$ cat config.mk
export PLATFORM = sky130hd
export DESIGN_NAME = half_single_float_conversion_core_flat
export DESIGN_NICKNAME = d
export VERILOG_FILES = /design/src/hdl/hsfc_pkg.sv /design/src/hdl/hsfc_if.sv /design/src/hdl/half_single_float_conversion_core.sv /design/src/flat_wrapper.sv
export SDC_FILE = /design/constraint.sdc
export NUM_CORES = 1
export LEC_CHECK = 0
export ABC_CLOCK_PERIOD_IN_PS = 4700
export BUFFER_PORTS_ARGS = -buffer_cell sky130_fd_sc_hd__buf_4
export CAP_MARGIN = 20
export CORE_MARGIN = 4
export CORE_UTILIZATION = 40
export CTS_BUF_LIST = sky130_fd_sc_hd__clkbuf_8
export CTS_CLUSTER_SIZE = 10
export DETAILED_ROUTE_END_ITERATION = 6
export PLACE_DENSITY_LB_ADDON = 0.15
export SLEW_MARGIN = 15
export SYNTH_ARGS = -nofsm -noshare
export SYNTH_HDL_FRONTEND = slang
export SYNTH_SLANG_ARGS = --single-unit
$ cat constraint.sdc
create_clock -name i_clk -period 4.7 [get_ports i_clk]
set_input_delay 0.94 -clock i_clk [delete_from_list [all_inputs] [get_ports i_clk]]
set_output_delay 0.94 -clock i_clk [all_outputs]
set_load 0.01 [all_outputs]
$ cat src/hdl/hsfc_pkg.sv
// Package with shared types and constants for the binary32/binary16 converter.
`default_nettype none
package hsfc_pkg;
    localparam int unsigned SINGLE_W = 32;
    localparam int unsigned HALF_W   = 16;
    localparam logic FUNC_NARROW = 1'b0;
    localparam logic FUNC_WIDEN  = 1'b1;

    typedef struct packed {
        logic                func;
        logic [SINGLE_W-1:0] single_bits;
        logic [HALF_W-1:0]   half_bits;
    } t_in_beat;

    typedef struct packed {
        logic [SINGLE_W-1:0] converted_bits;
    } t_out_beat;

    // Narrowing paths: a finished special value, a subnormal, or a normal.
    typedef enum logic [1:0] {
        NC_FIXED = 2'd0,
        NC_SUB   = 2'd1,
        NC_NORM  = 2'd2
    } t_nclass;
endpackage
`default_nettype wire

$ cat src/hdl/hsfc_if.sv
// Valid/ready channel interfaces for the converter.
`default_nettype none
interface hsfc_in_if import hsfc_pkg::*; ();
    logic     valid;
    logic     ready;
    t_in_beat data;
    modport source (output valid, output data, input ready);
    modport sink (input valid, input data, output ready);
endinterface

interface hsfc_out_if import hsfc_pkg::*; ();
    logic      valid;
    logic      ready;
    t_out_beat data;
    modport source (output valid, output data, input ready);
    modport sink (input valid, input data, output ready);
endinterface
`default_nettype wire

$ cat src/hdl/half_single_float_conversion_core.sv
// Converter between binary32 and binary16 bit patterns.
// Usage: operands arrive on i_in (func, single_bits, half_bits) and results leave
// on o_out (converted_bits). func 0 narrows binary32 to binary16 (result in the
// low 16 bits), func 1 widens binary16 to binary32.
// The block is a three-stage pipeline: stage 1 registers the operand with its
// leading-one count and subnormal shift, stage 2 does the mantissa shifts and
// the rounding add, stage 3 applies the round-up carry, saturates and packs.
// A beat accepted into stage 1 moves through the stage 2 register into the
// output register, from which its result is taken on o_out.
// One beat can be accepted in every cycle unless a stall on o_out has filled every stage.
// A stage advances when it is empty or the stage after it advances, so a
// stall on o_out holds every occupied stage and fills the empty ones before
// the input ready drops. Nothing is lost or repeated.
// A synchronous active-low reset clears all valid bits; data registers keep
// whatever they held.
`default_nettype none
module half_single_float_conversion_core import hsfc_pkg::*; (
    input  wire       i_clk,
    input  wire       i_rst_n,
    hsfc_in_if.sink   i_in,
    hsfc_out_if.source o_out
);
    // Stage 1 registers
    logic        r_v1, r_func1, r_sign1;
    logic [7:0]  r_ex1;
    logic [22:0] r_man1;
    logic [4:0]  r_hex1;
    logic [9:0]  r_hman1;
    logic [3:0]  r_lz1;
    logic [4:0]  r_sh1;
    // Stage 2 registers
    logic        r_v2, r_func2, r_sign2;
    t_nclass     r_ncls2;
    logic [15:0] r_nfix2;
    logic [10:0] r_sub2;
    logic        r_rnd2, r_carry2;
    logic [9:0]  r_rmt2;
    logic [7:0]  r_hex2;
    logic [31:0] r_wide2;
    // Stage 3
    logic        r_v3, r_sign3;
    logic [31:0] r_res3;

    logic adv3, adv2, adv1;
    assign adv3 = !r_v3 || o_out.ready;
    assign adv2 = !r_v2 || adv3;
    assign adv1 = !r_v1 || adv2;
    assign i_in.ready = adv1;

    always_ff @(posedge i_clk) begin
        if (!i_rst_n) begin
            r_v1 <= 1'b0;
            r_v2 <= 1'b0;
            r_v3 <= 1'b0;
        end else begin
            if (adv1) r_v1 <= i_in.valid;
            if (adv2) r_v2 <= r_v1;
            if (adv3) r_v3 <= r_v2;
        end
    end

    // Stage 1: leading-one search over the half mantissa and the subnormal shift.
    logic [3:0] in_lz;
    logic [4:0] in_sh;
    always_comb begin
        in_lz = 4'd0;
        for (int i = 0; i < 10; i++)
            if (i_in.data.half_bits[i]) in_lz = 4'(9 - i);
        in_sh = 5'(8'd113 - i_in.data.single_bits[30:23]);
    end

    always_ff @(posedge i_clk) begin
        if (adv1) begin
            r_func1 <= i_in.data.func;
            r_sign1 <= (i_in.data.func == FUNC_WIDEN) ? i_in.data.half_bits[15]
                                                       : i_in.data.single_bits[31];
            r_ex1   <= i_in.data.single_bits[30:23];
            r_man1  <= i_in.data.single_bits[22:0];
            r_hex1  <= i_in.data.half_bits[14:10];
            r_hman1 <= i_in.data.half_bits[9:0];
            r_lz1   <= in_lz;
            r_sh1   <= in_sh;
        end
    end

    // Stage 2, narrowing: classify, shift into the subnormal field, add the round bit.
    t_nclass     ncls;
    logic [15:0] nfix;
    logic [23:0] full_man;
    logic [10:0] sub_v;
    logic        guard, sticky, rnd;
    logic [23:0] rm;
    logic [7:0]  hex;
    logic [23:0] smask;
    always_comb begin
        full_man = {1'b1, r_man1};
        sub_v    = 11'(full_man >> (r_sh1 + 5'd13));
        guard    = full_man[r_sh1 + 5'd12];
        smask    = (24'd1 << (r_sh1 + 5'd12)) - 24'd1;
        sticky   = |(full_man & smask);
        rnd      = guard && (sub_v[0] || sticky);
        rm       = {1'b0, r_man1} + 24'h001000;
        hex      = r_ex1 - 8'd112;
        ncls     = NC_FIXED;
        nfix     = {r_sign1, 15'd0};
        if (r_ex1 == 8'hFF) begin
            if (r_man1 != 23'd0)
                nfix = {r_sign1, 5'h1F,
                        (r_man1[22:13] == 10'd0) ? 10'd1 : r_man1[22:13]};
            else
                nfix = {r_sign1, 5'h1F, 10'd0};
        end else if (r_ex1 < 8'd103) begin
            nfix = {r_sign1, 15'd0};
        end else if (r_ex1 < 8'd113) begin
            ncls = NC_SUB;
        end else begin
            ncls = NC_NORM;
        end
    end

    // Stage 2, widening: normalize subnormals and drop the leading one.
    logic [10:0] nman;
    logic [31:0] widen_res;
    always_comb begin
        nman = {1'b0, r_hman1} << (r_lz1 + 4'd1);
        if (r_hex1 == 5'd0) begin
            if (r_hman1 == 10'd0) widen_res = {r_sign1, 31'd0};
            else widen_res = {r_sign1, 8'(8'd112 - {4'd0, r_lz1}), nman[9:0], 13'd0};
        end else if (r_hex1 == 5'h1F) begin
            if (r_hman1 == 10'd0) widen_res = {r_sign1, 8'hFF, 23'd0};
            else widen_res = {r_sign1, 8'hFF, 1'b1, r_hman1[8:0], 13'd0};
        end else begin
            widen_res = {r_sign1, 8'({3'd0, r_hex1} + 8'd112), r_hman1, 13'd0};
        end
    end

    always_ff @(posedge i_clk) begin
        if (adv2) begin
            r_func2  <= r_func1;
            r_sign2  <= r_sign1;
            r_ncls2  <= ncls;
            r_nfix2  <= nfix;
            r_sub2   <= sub_v;
            r_rnd2   <= rnd;
            r_carry2 <= rm[23];
            r_rmt2   <= rm[22:13];
            r_hex2   <= hex;
            r_wide2  <= widen_res;
        end
    end

    // Stage 3: round-up carry, exponent bump and saturation to infinity.
    logic [15:0] narrow_res;
    logic [10:0] sub_r;
    logic [7:0]  hex_r;
    logic [9:0]  rman;
    always_comb begin
        sub_r      = r_sub2 + {10'd0, r_rnd2};
        hex_r      = r_hex2 + {7'd0, r_carry2};
        rman       = r_carry2 ? 10'd0 : r_rmt2;
        narrow_res = r_nfix2;
        case (r_ncls2)
            NC_SUB: begin
                narrow_res = {r_sign2, 4'd0, sub_r};
            end
            NC_NORM: begin
                if (hex_r >= 8'h1F) narrow_res = {r_sign2, 5'h1F, 10'd0};
                else narrow_res = {r_sign2, hex_r[4:0], rman};
            end
            default: begin
                narrow_res = r_nfix2;
            end
        endcase
    end

    always_ff @(posedge i_clk) begin
        if (adv3) begin
            r_sign3 <= r_sign2;
            r_res3  <= (r_func2 == FUNC_WIDEN) ? r_wide2 : {16'd0, narrow_res};
        end
    end

    assign o_out.valid = r_v3;
    assign o_out.data.converted_bits = r_res3;

`ifndef SYNTHESIS
    a_hold: assert property (@(posedge i_clk) disable iff (!i_rst_n)
        (r_v3 && !o_out.ready) |=> (r_v3 && $stable(r_res3)))
        else $error("stalled result changed");
    a_fill: assert property (@(posedge i_clk) disable iff (!i_rst_n)
        (!i_in.ready) |-> (r_v1 && r_v2 && r_v3))
        else $error("input stalled with an empty stage");
    a_sign: assert property (@(posedge i_clk) disable iff (!i_rst_n)
        (r_v3 && r_res3[31:16] != 16'd0) |-> r_res3[31] == r_sign3)
        else $error("widened sign lost");
`endif
endmodule
`default_nettype wire
$ cat src/flat_wrapper.sv
// flat-port wrapper written by rule: the top's interface ports become plain ports
module half_single_float_conversion_core_flat import hsfc_pkg::*;
  (i_clk, i_rst_n, i_in_valid, i_in_data, i_in_ready, o_out_valid, o_out_data, o_out_ready);
  hsfc_in_if i_in_i ();
  hsfc_out_if o_out_i ();
  input  wire i_clk;
  input  wire i_rst_n;
  input wire logic [$bits(i_in_i.valid)-1:0] i_in_valid;
  input wire logic [$bits(i_in_i.data)-1:0] i_in_data;
  output wire logic [$bits(i_in_i.ready)-1:0] i_in_ready;
  output wire logic [$bits(o_out_i.valid)-1:0] o_out_valid;
  output wire logic [$bits(o_out_i.data)-1:0] o_out_data;
  input wire logic [$bits(o_out_i.ready)-1:0] o_out_ready;
  assign i_in_i.valid = i_in_valid;
  assign i_in_i.data = i_in_data;
  assign i_in_ready = i_in_i.ready;
  assign o_out_valid = o_out_i.valid;
  assign o_out_data = o_out_i.data;
  assign o_out_i.ready = o_out_ready;
  half_single_float_conversion_core u_core (.i_clk(i_clk), .i_rst_n(i_rst_n), .i_in(i_in_i), .o_out(o_out_i));
endmodule
==> results of run 1 <==
## through the flow
stage | worst slack [ns] | instance area [sq um] | std cells | hold slack [ns]
global placement | 1.219 | 9666 | 1113 | 0.4041
finish | 1.167 | 10100 | 1146 | 0.4377
global route | 0.8992 | 10100 | 1146 | 0.4505
floorplan | 1.200 | 8832 | 787 | 0.4003
detailed placement | 1.223 | 9666 | 1113 | 0.4147
CTS | 1.216 | 10070 | 1145 | 0.4422
## cell usage after synthesis (4+ instances only)
cell       count  area [sq um]
nor4_1         7         43.79
and3_1         9         56.30
nand2_1       52         195.2
a21o_1         6         45.04
or3_1          4         25.02
o2111ai_1      4         35.03
mux2_2         9         101.4
a31oi_1        5         31.28
o22ai_1        6         37.54
o21ai_0       40         200.2
xnor2_1       23         201.4
buf_4          6         45.04
ha_1          21         262.8
nor2_1        52         195.2
buf_2         10         50.05
o31ai_1        6         45.04
nor2b_1       22         137.6
a21oi_1       33         165.2
xor2_1        14         122.6
inv_1         27         101.4
a22oi_1        4         30.03
a211oi_1      12         90.09
clkbuf_1      29         108.9
a22o_1         5         43.79
and2_1        23         143.9
nand2b_1       5         31.28
a221oi_1      11         96.34
mux2i_1       33         330.3
nand4_1       12         75.07
edfxtp_1     150          4504
mux4_2        15         337.8
nand3_1       41         205.2
nor3_1        30         150.1
## state kept, by name, indices dropped and copies added (netlist names)
| signal | count |
|---|---|
| u_core.o_out.data | 31 |
| u_core.r_man1 | 23 |
| u_core.r_wide2 | 18 |
| u_core.r_nfix2 | 11 |
| u_core.r_sub2 | 11 |
| u_core.r_hman1 | 10 |
| u_core.r_rmt2 | 10 |
| u_core.r_ex1 | 8 |
| u_core.r_hex2 | 8 |
| u_core.r_hex1 | 5 |
| u_core.r_lz1 | 4 |
| u_core.r_sh1 | 4 |
| u_core.r_ncls2 | 2 |
| u_core.o_out.valid | 1 |
| u_core.r_carry2 | 1 |
| u_core.r_func1 | 1 |
| u_core.r_func2 | 1 |
| u_core.r_rnd2 | 1 |
| u_core.r_sign1 | 1 |
| u_core.r_v1 | 1 |
| u_core.r_v2 | 1 |
## layer usage
| layer | wire (um) | share of wire [%] | vias to the layer above |
|---|---|---|---|
| met1 | 10500 | 44 | 3214 |
| li1 | - | - | 3109 |
| met4 | 868 | 3.6 | 0 |
| met3 | 1757 | 7.4 | 72 |
| met2 | 10680 | 45 | 316 |
| met5 | 0 | 0 | - |
## layout make-up
class,count,area [sq um]
Multi-Input combinational cell,555,3918
Clock buffer,17,234.0
Tap cell,280,350.3
Clock inverter,15,173.9
Sequential cell,153,4564
Inverter,28,105.1
Fill cell,2023,11650
Timing Repair Buffer,98,755.7
## worst max-delay path by stage
| stage | endpoint | cells after the start |
|---|---|---|
| after floorplan | i_in_ready | 2 |
| after global placement | u_core.r_rnd2$_DFFE_PP_ | 13 |
| after detailed placement | u_core.r_rnd2$_DFFE_PP_ | 14 |
| after CTS | u_core.r_rnd2$_DFFE_PP_ | 13 |
| after global routing | u_core.r_rnd2$_DFFE_PP_ | 11 |
| final | u_core.r_rnd2$_DFFE_PP_ | 11 |
## power by group through the flow
stage	Combinational, mW	Sequential (mW)	Clock (mW)
after detailed placement	0.720	1.75	0
after global placement	0.721	1.75	0
after CTS	0.723	1.72	1.03
after global routing	0.791	1.74	1.10
after floorplan	0.512	1.71	0
final	0.729	1.72	1.00
## logic make-up (layout without fill, tap and decap cells)
family / count (synthesis) / after routing / synth area share (%)
muxes: 57 / 57 / 8.712
adders and majority gates: 21 / 21 / 2.975
and+or+nand+nor: 273 / 273 / 15.85
AOI/OAI and AO/OA: 165 / 165 / 12.69
buffers and inverters: 79 / 158 / 4.051
DFF: 153 / 153 / 51.68
xor gates and xnor gates: 39 / 39 / 4.037
## worst reg2reg max path: cells and delay by family, from the launching register on
kind | cells | cell delay, ns
AND/OR/NAND/NOR | 5 | 0.93
buffers and inverters | 2 | 0.40
adder cells (fa/ha/maj) | 2 | 0.82
flip-flops | 1 | 0.75
AO/OA/AOI/OAI | 2 | 0.39
==> flow_summary.yaml, run 1 <==
layout:
  layout_common_cells: "edfxtp_1, buf_4, nor2_1"
  final_layout_size_suffix_gt1_share_pct: 20.44
  postLayoutCoreUtil_pct: 46.43
  synthToLayoutAreaGrowth_pct: 14.36
  final_common_cell: "edfxtp_1"
  diodes: 0
  finalNetCount: 927
setup_path:
  critPathTopFamily: "simple AND/OR/NAND/NOR gates"
  crit_arrival_ns: 3.73
  path_max_fanout: 15
  reg2reg_to: "u_core.r_rnd2$_DFFE_PP_"
  startpoint_type: "flop"
  worstReg2RegStart: "u_core.r_ex1[1]$_DFFE_PP_"
  worstSetupPathType: "reg -> reg"
  path_buf_inv: 2
  end_kind: "flop"
  critPathMaxStageDelay_ns: 0.75
  regToRegSetupSlack_ns: 1.17
  startpoint: "u_core.r_ex1[1]$_DFFE_PP_"
  path_cells: "inv_1 > ha_1 > nand3_1 > ha_1 > buf_4 > nand3_1 > a221oi_1 > nor3b_1 > nor4_1 > and4_1 > a41oi_2"
  slowest_stage: "edfxtp_1"
  required_ns: 4.90
  r2r_cells: 11
global_route:
  use_met2_pct: 28.70
  grt_pass1_wl_um: 36230
  grt_busiest_layer: "met2"
  met1_usage_pct: 26.73
  gr-usage-met3_pct: 4.342
  grt_pass1_vias: 6356
  track_usage_pct: 19.14
  globalRouteOverflowTotal: 0
  grt_antenna_before_repair: 0
  grt_start_max_net_pins: 58
timing:
  hold_viol_final: 0
  finalClockSkew_ns: 0.02377
  tightest_slew_ns: 1.001
  slew_viol_final: 0
  fin_crit_sh_pct: 75.18
  fin_setup_tns_ns: 0
  rsz0062_at_grt: "false"
  fin_crit_ns: 3.533
  fmax_mhz: 283.0
  setup_viol: 0
  slew_headroom_pct: 33.25
synth:
  synth_nets: 861
  netlist_instances: 787
  synth_seq_cells: 153
  synth_edf_count: 150
  seq_area_frac_synth_pct: 51.68
  yosysUniqueCellTypes: 72
  synth_flop_cell: "edfxtp_1"
  synthesis.area_sq_um: 8832
  synthArstFlopShare_pct: 0
  avgSynthCellArea_sq_um: 11.22
  yosys_warnings: 0
floorplan:
  io_pins: 87
  die_x_um: 156.6
  start_util_pct: 40.60
  placementRows: 54
  core_sq_um: 21760
  fp.dieH_um: 156.6
  dieArea_sq_um: 24520
clock_network:
  postCtsSetupBuffers: 0
  clock_latency_ns: 0.47
  cts_max_level: 4
  path_clk_slew_ns: 0.11
  cts-root-buf: "clkbuf_8"
  clk_path_buf_depth: 2
  postCtsHoldBufs: 0
  clock-sinks: 153
  post_cts_resized: 0
  cts_buffers: 17
  cts_tree: "built"
power:
  p_sw_mw: 1.118
  leakage_nw: 3.944
  p_int_mw: 2.339
  power_frac_seq_pct: 49.9
  p_clk_share_pct: 29.1
  p_comb_share_pct: 21.1
  peakVddDrop_mv: 0.1952
  powerDensity_nw_per_um2: 342.2
  p_sw_share_pct: 32.34
  total_power_mw: 3.457
placed_design:
  portBuffers: 86
  hpwlAfterDp_um: 17100
  gp_congestion: 0.9423
worst_hold_path:
  holdPathStages: 0
  hp-class: "reg -> reg"
  min_from: "u_core.r_func1$_DFFE_PP_"
  min_to: "u_core.r_func2$_DFFE_PP_"
drt:
  dr_total_vias: 6711
  first_iter_violations: 797
  ant_nets: 0
  wl_um: 23800
  vias_per_cell: 5.856
  firstDrtPassIters: 7
  wire_per_inst_um: 20.77
  post-route-drc-count: 0
outcome:
  outcome: "finished, final reports clean"
flow_run:
  cap_violations: 0
Power figures use the tool's default switching activity.
==> run 2, diff against run 1 <==
ABC_CLOCK_PERIOD_IN_PS = 3200   (was 4700)
clock period = 3.2 ns   (was 4.7 ns; I/O delays follow)
==> flow_summary.yaml, run 2 (synthesis gave the netlist of run 1 again) <==
floorplan:
  die_x_um: 156.6
  start_util_pct: 40.60
  core_sq_um: 21760
  fp.dieH_um: 156.6
  dieArea_sq_um: 24520
  placementRows: 54
  io_pins: 87
timing:
  setup_viol: 0
  tightest_slew_ns: 1.013
  fin_crit_sh_pct: 96.16
  rsz0062_at_grt: "false"
  hold_viol_final: 0
  slew_viol_final: 0
  fin_crit_ns: 3.077
  fmax_mhz: 325.0
  fin_setup_tns_ns: 0
  finalClockSkew_ns: 0.01471
  slew_headroom_pct: 32.50
global_route:
  grt_start_max_net_pins: 58
  grt_antenna_before_repair: 0
  grt_pass1_wl_um: 38030
  globalRouteOverflowTotal: 0
  grt_pass1_vias: 6466
  track_usage_pct: 20.41
clock_network:
  path_clk_slew_ns: 0.10
  cts_max_level: 4
  cts_buffers: 17
  post_cts_resized: 0
  cts_tree: "built"
  postCtsHoldBufs: 0
  clk_path_buf_depth: 2
  cts-root-buf: "clkbuf_8"
  clock_latency_ns: 0.45
  clock-sinks: 153
  postCtsSetupBuffers: 0
drt:
  wl_um: 24990
  ant_nets: 0
  dr_total_vias: 6636
  wire_per_inst_um: 21.30
  met1Wirelength_um: 11410
  firstDrtPassIters: 5
  met3WireLength_um: 1395
  first_iter_violations: 676
  dr_wl_met2_um: 11560
  post-route-drc-count: 0
  maxUsedRoutingLayer: "met4"
  vias_per_cell: 5.657
setup_path:
  worstSetupPathType: "reg -> reg"
  required_ns: 3.39
  end_kind: "flop"
  crit_arrival_ns: 3.27
  path_max_fanout: 16
  startpoint_type: "flop"
power:
  total_power_mw: 5.140
  powerDensity_nw_per_um2: 497.4
  leakage_nw: 4.095
  peakVddDrop_mv: 0.2405
layout:
  final_layout_size_suffix_gt1_share_pct: 23.07
  diodes: 0
  largest_register_ffs: 31
  final_common_cell: "edfxtp_1"
  seqCellArea_sq_um: 4564
  finalNetCount: 954
  layout_common_cells: "edfxtp_1, buf_4, nor2_1"
  synthToLayoutAreaGrowth_pct: 17.01
  multi_input_area_sq_um: 3926
  fillers: 2033
flow_run:
  cap_violations: 0
placed_design:
  hpwlAfterDp_um: 18690
  portBuffers: 86
  gp_congestion: 0.8987
worst_hold_path:
  hp-class: "in -> reg"
outcome:
  outcome: "finished, final reports clean"
[run 2: path summary, 6_finish.rpt]
check | start | depth (start not counted) | slack [ns] | endpoint
min reg2reg | u_core.r_func1$_DFFE_PP_ | 0 | 0.43 | u_core.r_func2$_DFFE_PP_
max | u_core.r_sh1[3]$_DFFE_PP_ | 12 | 0.12 | u_core.r_rnd2$_DFFE_PP_
max reg2reg | u_core.r_sh1[3]$_DFFE_PP_ | 12 | 0.12 | u_core.r_rnd2$_DFFE_PP_
min | i_in_data[27] | 1 | 0.36 | u_core.r_man1[11]$_DFFE_PP_
[run 2: worst max-delay path, stage by stage, from the launching register on]
cell	delay, ns
edfxtp_1	0.42
inv_1	0.14
ha_2	0.24
xor2_1	0.18
and2_1	0.21
nand3_1	0.10
ha_1	0.30
buf_12	0.18
o2111ai_1	0.21
o2111ai_1	0.15
nor4_2	0.31
and4_1	0.27
a41oi_2	0.10
[run 2: area by class of cell]
cell class | instances | area share (%)
Sequential cell | 153 | 44.16
Multi-Input combinational cell | 555 | 37.99
Timing Repair Buffer | 125 | 9.637
Tap cell | 280 | 3.390
Clock buffer | 17 | 2.264
Clock inverter | 15 | 1.538
Inverter | 28 | 1.017
[run 2: power by group]
part | leakage, nW | internal, mW | switching [mW] | total [mW]
logic | 2.22 | 0.513 | 0.638 | 1.15
clock network | 0.200 | 0.648 | 0.825 | 1.47
registers | 1.68 | 2.37 | 0.142 | 2.52
[run 2: metrics by stage]
step	std cells	utilization, %	setup WS (ns)	cell area (sq um)	hold WS, ns
after CTS	1173	47.46	0.09812	10330	0.3322
after floorplan	787	-	0.09586	8832	0.4003
final	1173	47.50	0.1227	10330	0.3590
after global routing	1173	47.50	0.003778	10330	0.3167
after global placement	1140	45.53	0.08713	9906	0.4030
after detailed placement	1141	45.66	0.1368	9933	0.4045
[run 2: per-layer routing]
layer	up-vias	global-route usage, %
met5	-	0
met4	0	7.273
met3	39	4.010
met2	237	31.42
met1	3201	28.87
li1	3159	-
==> run 3, diff against run 2 <==
--- a/config.mk
+++ b/config.mk
@@ -14,4 +14,5 @@
 export CTS_CLUSTER_SIZE = 10
 export DETAILED_ROUTE_END_ITERATION = 6
+export HOLD_SLACK_MARGIN = 0.1
 export PLACE_DENSITY_LB_ADDON = 0.15
 export SLEW_MARGIN = 15
==> constraint.sdc (replaced) <==
create_clock -name i_clk -period 3.2 [get_ports i_clk]
set_input_delay 0.48 -clock i_clk [delete_from_list [all_inputs] [get_ports i_clk]]
set_output_delay 0.48 -clock i_clk [all_outputs]
set_load 0.01 [all_outputs]
==> flow_summary.yaml, run 3 (synthesis gave the netlist of run 1 again) <==
setup_path:
  end_kind: "flop"
  path_max_fanout: 10
  r2r_cells: 10
  regToRegSetupSlack_ns: 0.17
  reg2reg_to: "u_core.r_rnd2$_DFFE_PP_"
  worstReg2RegStart: "u_core.r_sh1[0]$_DFFE_PP_"
  crit_arrival_ns: 3.23
  startpoint_type: "flop"
  worstSetupPathType: "reg -> reg"
  required_ns: 3.41
drt:
  first_iter_violations: 576
  ant_nets: 0
  vias_per_cell: 5.732
  post-route-drc-count: 0
  wl_um: 25090
  wire_per_inst_um: 21.32
  dr_total_vias: 6746
  firstDrtPassIters: 5
worst_hold_path:
  min_from: "i_in_data[36]"
  hp-class: "in -> reg"
  min_to: "u_core.r_man1[20]$_DFFE_PP_"
  holdPathStages: 1
floorplan:
  dieArea_sq_um: 24520
  die_x_um: 156.6
  start_util_pct: 40.60
  placementRows: 54
  fp.dieH_um: 156.6
  core_sq_um: 21760
  io_pins: 87
timing:
  slew_viol_final: 0
  fmax_mhz: 330.2
  tightest_slew_ns: 0.9797
  rsz0062_at_grt: "false"
  setup_viol: 0
  finalClockSkew_ns: 0.01935
  fin_crit_sh_pct: 94.64
  fin_setup_tns_ns: 0
  fin_crit_ns: 3.028
  slew_headroom_pct: 34.69
  hold_viol_final: 0
layout:
  largest_register_ffs: 31
  diodes: 0
  design_area_sq_um: 10360
  layout_common_cells: "edfxtp_1, buf_4, nor2_1"
  finalNetCount: 958
  final_cells: 1177
  final_common_cell: "edfxtp_1"
  synthToLayoutAreaGrowth_pct: 17.27
  final_layout_size_suffix_gt1_share_pct: 23.41
global_route:
  grt_pass1_wl_um: 38070
  grt_pass1_vias: 6656
  globalRouteOverflowTotal: 0
  track_usage_pct: 20.29
  grt_start_max_net_pins: 48
  grt_antenna_before_repair: 0
clock_network:
  cts_buffers: 17
  clock-sinks: 153
  clock_latency_ns: 0.47
  cts-root-buf: "clkbuf_8"
  postCtsSetupBuffers: 0
  clk_path_buf_depth: 2
  postCtsHoldBufs: 0
  post_cts_resized: 0
  path_clk_slew_ns: 0.10
  cts_tree: "built"
  cts_max_level: 4
placed_design:
  dp.cells: 1144
  gp_congestion: 0.9225
  portBuffers: 86
  dpl-instance-area_sq_um: 9911
  hpwlAfterDp_um: 18560
power:
  powerDensity_nw_per_um2: 496.7
  leakage_nw: 4.107
  peakVddDrop_mv: 0.3122
flow_run:
  cap_violations: 0
outcome:
  outcome: "finished, final reports clean"
[run 3: cell types whose count changed in the layout (fill, tap and decap cells not counted), sizes merged]
cell,delta
bufinv,-1
buf,+4
clkinv,+4
inv,-3
[run 3: worst max-delay path by stage]
stage,from,to,cells after the start
2_1_floorplan,u_core.r_sh1[2]$_DFFE_PP_,u_core.r_rnd2$_DFFE_PP_,14
5_1_grt,u_core.r_sh1[3]$_DFFE_PP_,u_core.r_rnd2$_DFFE_PP_,12
6_report,u_core.r_sh1[0]$_DFFE_PP_,u_core.r_rnd2$_DFFE_PP_,10
3_3_place_gp,u_core.r_sh1[3]$_DFFE_PP_,u_core.r_rnd2$_DFFE_PP_,12
4_1_cts,u_core.r_sh1[3]$_DFFE_PP_,u_core.r_rnd2$_DFFE_PP_,12
3_5_place_dp,u_core.r_sh1[3]$_DFFE_PP_,u_core.r_rnd2$_DFFE_PP_,12
[run 3: layout make-up]
type | count | area [sq um]
repair buffers | 129 | 1001
inverters | 28 | 105.1
clock buffers | 17 | 234.0
clock inverters | 15 | 177.7
fillers | 2041 | 11400
flip-flops and latches | 153 | 4564
multi-input cells | 555 | 3925
well taps | 280 | 350.3
[run 3: critical path, stage by stage, from the launching register on]
cell       delay, ns
edfxtp_1        0.55
inv_2           0.09
ha_1            0.37
buf_4           0.24
nor2_1          0.25
a311oi_4        0.17
or3_1           0.43
o2111ai_1       0.23
o21a_1          0.15
and4_1          0.21
a41oi_2         0.09
[run 3: routing by layer]
layer | GRT usage, % | up-vias | share of wire, %
li1 | - | 3163 | -
met5 | 0 | - | 0
met3 | 3.872 | 40 | 6.1
met4 | 6.901 | 0 | 2.5
met2 | 32.24 | 275 | 47
met1 | 28.03 | 3268 | 45
[run 3: through the flow]
step | hold WS, ns | power [mW] | utilization (%) | worst slack [ns]
floorplan | 0.4003 | 3.261 | - | 0.09586
global route | 0.1554 | 5.392 | 47.61 | 0.009902
global placement | 0.4019 | 3.697 | 45.55 | 0.1534
finish | 0.1875 | 5.144 | 47.61 | 0.1716
CTS | 0.1551 | 5.187 | 47.45 | 0.1526
detailed placement | 0.4066 | 3.698 | 45.55 | 0.1589
[run 3: where the power goes]
group | internal [mW] | total [mW] | switching, mW | leakage, nW
logic | 0.507 | 1.15 | 0.641 | 2.23
registers | 2.37 | 2.52 | 0.145 | 1.68
clock network | 0.595 | 1.48 | 0.883 | 0.202
